`src/design/ufsef_pkg.sv`:
```
// ----------------------------------------------------------------------------
// ufsef_pkg
// Types and constants of the union-find spanning edge filter.
// ----------------------------------------------------------------------------
`timescale 1ns / 1ps

package ufsef_pkg;

    localparam int NUM_NODES = 256;
    localparam int NODE_W    = $clog2(NUM_NODES);
    localparam int LINK_W    = NODE_W + 1;
    localparam int SIZE_W    = NODE_W + 1;

    typedef logic [NODE_W-1:0] t_node;

    // top bit of a link marks a root
    localparam logic [LINK_W-1:0] ROOT_LINK = LINK_W'(1) << NODE_W;

    typedef struct packed {
        logic [LINK_W-1:0] link;
        logic [SIZE_W-1:0] size;
    } t_entry;

    localparam t_entry ENTRY_INIT = '{link: ROOT_LINK, size: SIZE_W'(1)};

    typedef struct packed {
        logic   clear;
        logic   rd_en;
        t_node  rd_addr;
        logic   wr_en;
        t_node  wr_addr;
        t_entry wr_data;
    } t_mem_req;

    typedef struct packed {
        logic       start_graph;
        logic [7:0] node_a;
        logic [7:0] node_b;
    } t_edge_in;

    typedef struct packed {
        logic       edge_accepted;
        logic [7:0] joined_root;
    } t_edge_out;

endpackage

```
`src/design/ufsef_forest_mem.sv`:
```
// ----------------------------------------------------------------------------
// ufsef_forest_mem
// Forest memory: parent link and subtree size per node, registered read,
// per-entry valid bits so that reset and graph start clear every entry together.
// ----------------------------------------------------------------------------
`timescale 1ns / 1ps

module ufsef_forest_mem (
    input  logic                i_clk,
    input  logic                i_rst_n,
    input  ufsef_pkg::t_mem_req i_req,
    output ufsef_pkg::t_entry   o_rd_entry
);
    import ufsef_pkg::*;

    t_entry                 r_mem [NUM_NODES];
    logic [NUM_NODES-1:0]   r_valid;
    t_entry                 r_rd_data;
    logic                   r_rd_valid;

    always_ff @(posedge i_clk) begin
        if (i_req.wr_en) begin
            r_mem[i_req.wr_addr] <= i_req.wr_data;
        end
        if (i_req.rd_en) begin
            r_rd_data <= r_mem[i_req.rd_addr];
        end
    end

    always_ff @(posedge i_clk) begin
        if (!i_rst_n) begin
            r_valid    <= '0;
            r_rd_valid <= 1'b0;
        end else begin
            if (i_req.clear) begin
                r_valid <= '0;
            end else if (i_req.wr_en) begin
                r_valid[i_req.wr_addr] <= 1'b1;
            end
            if (i_req.rd_en) begin
                r_rd_valid <= !i_req.clear && r_valid[i_req.rd_addr];
            end
        end
    end

    assign o_rd_entry = r_rd_valid ? r_rd_data : ENTRY_INIT;

endmodule

```
`config.mk`:
```
export PLATFORM = sky130hd
export DESIGN_NAME = ufsef_forest_mem
export DESIGN_NICKNAME = d
export VERILOG_FILES = /design/src/design/ufsef_pkg.sv /design/src/design/ufsef_forest_mem.sv
export SDC_FILE = /design/constraint.sdc
export NUM_CORES = 2
export LEC_CHECK = 0
export CORE_MARGIN = 2
export CORE_UTILIZATION = 46
export CTS_BUF_LIST = sky130_fd_sc_hd__clkbuf_8 sky130_fd_sc_hd__clkbuf_16
export CTS_CLUSTER_DIAMETER = 30
export CTS_CLUSTER_SIZE = 28
export DETAILED_ROUTE_END_ITERATION = 8
export DONT_BUFFER_PORTS = 1
export MAX_ROUTING_LAYER = met4
export PLACE_DENSITY = 0.57
export SYNTH_ARGS = -nofsm -noshare
export SYNTH_HDL_FRONTEND = slang
export SYNTH_MEMORY_MAX_BITS = 65536
export SYNTH_SLANG_ARGS = --single-unit
```
`constraint.sdc`:
```
create_clock -name i_clk -period 3.8 [get_ports i_clk]
set_input_delay 0.76 -clock i_clk [delete_from_list [all_inputs] [get_ports i_clk]]
set_output_delay 0.76 -clock i_clk [all_outputs]
set_load 0.02 [all_outputs]
```
After elaboration in Yosys (flattened, before gate mapping)
Memories as Yosys holds them, arrays and structs flattened. A register that Yosys moved wholly into a read port is not among the register bits.
Cells that the tools add are included.

storage, ports and cells
  bits in registers = 257
  bits in writable memories = 4608
  bits of input ports = 39
  output and inout port bits = 18
  word-level logic and storage cells = 19
  memories = 1

cells by class
  $lt $le $gt $ge = 3
  multiplexer cells = 7
  bitwise logic cells = 2
  reduce and logical (&&, ||, !) cells = 4

memory list
  memory  depth  width  rd ports  clocked after Yosys merged registers in  wr ports  line                    text
  r_mem   256    18     1         1                                        1         ufsef_forest_mem.sv:16  t_entry r_mem [NUM_NODES];

operators with widths
  cell                  number
  $or A256 B256 Y256    1
  $lt A8 B9 Y1 const B  2
  $mux W18              1
  $bmux W1 S8           1
  $demux W1 S8          1
  $ge A8 B1 Y1 const B  1
  $mux W1               4
  $logic_and A1 B1 Y1   2
  $reduce_or A2 Y1      1
  $logic_not A1 Y1      1
  $not A1 Y1            1

Logic depth before layout (Yosys ltp)
  depth after elaboration = 5
  depth in mapped cells = 13
  mapped depth without buffers = 7

Least setup slack after synthesis
Ideal clock, no wire load.

  path kind = input to register
  from = input i_req[27] (netlist bit)
  to = register, netlist name r_rd_data[10]
  library setup time = 0.272 ns
  data arrival time = 3.185 ns
  required time = 3.528 ns
  setup slack = 0.343 ns
  cell stages on the path = 9
  path buffers = 4
  cells stage by stage = buf_2 -> buf_6 -> clkbuf_1 -> buf_2 -> mux4_2 -> mux4_2 -> a22oi_1 -> a21oi_1 -> or4_1

RTL lines
  element             line                    text
  start: declaration  ufsef_forest_mem.sv:11  input ufsef_pkg::t_mem_req i_req,

==> results.yml <==
outcome:
  outcome: "complete, but fails checks"
  violations: "hold timing"
worst_setup_path:
  timing.rr.end: "r_rd_data[8]"
  cp-start-kind: "input port"
  slowest_stage: "mux4_2"
  r2r_start: "r_mem[222][8]"
  required_ns: 4.67
  worstSetupPathType: "input port to flop"
  reg2reg_slack_ns: 0.69
  arrival_ns: 4.62
  cpPeakStageDelay_ns: 0.58
  path_common_cell: "buf_16"
  critPathCaptureType: "flop"
  cp_cell_sequence: "buf_16, buf_16, buf_16, buf_16, mux4_2, mux4_2, a22oi_1, a21oi_1, buf_12, or4_1"
  r2r_cells: 6
  crit_path_max_fanout: 132
drt:
  routed_via_density: 6.13
  drcViolationCount: 0
  routed_wl_um: 540000
  vias: 93483
  dr.first_iter.drc_count: 12935
  ant_nets: 0
  dr.pass1.iters: 6
  detail_route.wl_per_cell_um: 35.4
synth:
  synthesis.area_um2: 185000
  ys_top_cells_by_area: "edfxtp_1 75%, mux4_2 18%, dfxtp_1 2.8%"
  synth-main-ff-cell: "edfxtp_1"
  synth_edf_count: 4626
  ys_ff_latch: 4883
  yosysTopAreaCellShare_pct: 74.9
  syn_area_per_cell_um2: 23.2
  syn-num-nets: 8046
  async_reset_ff_share_pct: 0
  synth_cells: 8007
  synth_top_area_cell: "edfxtp_1"
  synth.distinct_cells: 41
  ys_seq_area_share_pct: 77.7
  yosysWarnings: 0
clock_network:
  clk_path_buf_depth: 4
  clk_pin_slew_ns: 0.05
  cts_buffers: 908
  cts-root-buf: "clkbuf_16"
  post_cts_buffers: 0
  clock_sinks: 4883
  clock_latency_ns: 1.14
  cts_tree: "yes"
  h-tree-depth: 6
timing:
  period_needed_ns: 3.76
  rsz0062_at_grt: "no"
  fin_hold_ws_ns: -0.0466
  setup_violations: 0
  max_freq_mhz: 266
  fin_crit_sh_pct: 98.9
  setup_ws_ns: 0.0417
  slew_violations: 0
  relSlewSlack_pct: 6.69
  worst_clock_skew_ns: 0.104
  worst_pin_slew_ns: 1.40
  finalHoldViolCount: 10
worst_hold_path:
  min_path_cells: 0
  min_delay_worst_endpoint: "r_mem[42][9]"
  hp-start: "i_req[9]"
  hp-class: "input port to flop"
global_route:
  grt_first_pass_wirelength_um: 741000
  grt_pass1_vias: 93545
  track_usage_pct: 27.0
  met3_usage_pct: 4.28
  antenna_found_initial: 36
  groute.layer.met1.usage_pct: 37.3
  gr-max-usage-layer: "met2"
  overflow: 0
  grt_start_max_net_pins: 309
  met2_usage_pct: 41.8
flow_run:
  maxCapViolCount: 0
die:
  die_width_um: 639
  row_count: 233
  fp.dieH_um: 639
  core-area_um2: 402000
  die_area_um2: 408000
  boundaryPins: 57
  start_util_pct: 46.1
layout:
  final_cell_mix: "4,626 x edfxtp_1, 1,496 x mux4_2, 911 x clkbuf_16"
  area_delta_synth_final_pct: 24.2
  layout_commonest_cell: "edfxtp_1"
  fin_area_um2: 230000
  drive_above_1_share_pct: 39.4
  nets: 9100
place:
  pre_cts_ws_ns: -3.08
  port_buffers: 0
  place_area_um2: 196000
  place_hpwl_um: 254000
  place_congestion: 0.780
power_and_ir_drop:
  powerDensity_nw_per_um2: 638
  p_leak_nw: 74.5
  peakVddDrop_v: 0.000517
## worst max-delay path, delay by kind of cell
kind / cells / cell delay, ns
buffers and inverters: 5 / 1.28
AO/OA/AOI/OAI: 2 / 0.70
AND/OR/NAND/NOR: 1 / 0.51
multiplexers: 2 / 1.00
## flip-flops by register name (all words and copies together), names as in the netlist
register and cells:
r_mem 4608, r_rd_data 18, r_rd_valid 1, r_valid 256
## metal layers
metal	part of all wire, %	up-vias
met2	48	4957
met1	40	51072
met3	8.8	823
met5	0	-
met4	3.1	0
li1	-	36631
## worst max path at each step
stage	slack, ns	to	cells past startpoint	from
CTS	0.12	r_rd_data[14]	10	i_req[27]
detailed placement	-3.08	r_rd_data[3]	10	i_req[27]
floorplan	0.34	r_rd_data[10]	9	i_req[27]
finish	0.04	r_rd_data[8]	10	i_req[28]
global placement	-3.09	r_rd_data[2]	10	i_req[27]
global route	0.002	r_rd_data[10]	9	i_req[27]
## layout make-up
type                    instances  area, um^2
well taps                    5287        6620
fillers                     28858      172000
inverters                       5        26.3
clock buffers                 927       23000
flip-flops and latches       4883      144000
clock inverters               796        9210
multi-input cells            2666       40100
diodes                         81         203
repair buffers                597        7200
## repair_timing
item | 4_1_cts | 5_1_grt
hold buffers | 56 | 6
resized for setup | 6 | 2
endpoints found under the setup margin | 19 | 11
endpoints found under the hold margin | 3029 | 3
gates cloned | 26 | 1
## report_power, final
| group | internal [mW] | switching, mW | total (mW) |
|---|---|---|---|
| combinational | 2.26 | 3.20 | 5.46 |
| clock | 53.9 | 28.5 | 82.4 |
| sequential | 59.1 | 0.0633 | 59.2 |
| total | 115 | 31.8 | 147 |
## cells in the mapped netlist, drive strengths merged, types with 3 or more instances
cell type  instances
nor2             723
mux4            1496
nand4b             3
mux2i             20
buf              185
o221ai             8
and2              17
clkbuf           268
nor2b             13
edfxtp          4626
a22oi            152
inv                5
or4               19
o22ai              6
nand3             34
dfxtp            257
nand4              9
a31oi              4
nand2             29
nand2b             6
o21ba             29
a21oi             78
## through the flow
step           TNS, ns  hold WS, ns  power (mW)  utilization [%]  std cells
2_1_floorplan        0        0.435        62.9                -       8007
3_3_place_gp    -56.81        0.443        64.4             48.7      13346
3_5_place_dp    -56.89        0.452        64.4             48.7      13348
4_1_cts              0      0.00104         148             57.2      15153
5_1_grt              0       -0.119         151             57.3      15215
6_report             0      -0.0466         147             57.3      15242
## cells by family (layout without fill, tap and decap cells)
family          Yosys count  count (layout)  share of synthesized area (%)
flops                  4883            4883                           77.7
other cells               0              81                              0
mux                    1518            1518                           18.3
compound gates          288             288                           1.10
buf+inv                 458            2325                           1.07
simple gates            860             860                           1.88
Note: power is estimated with default switching activity, not from simulation.
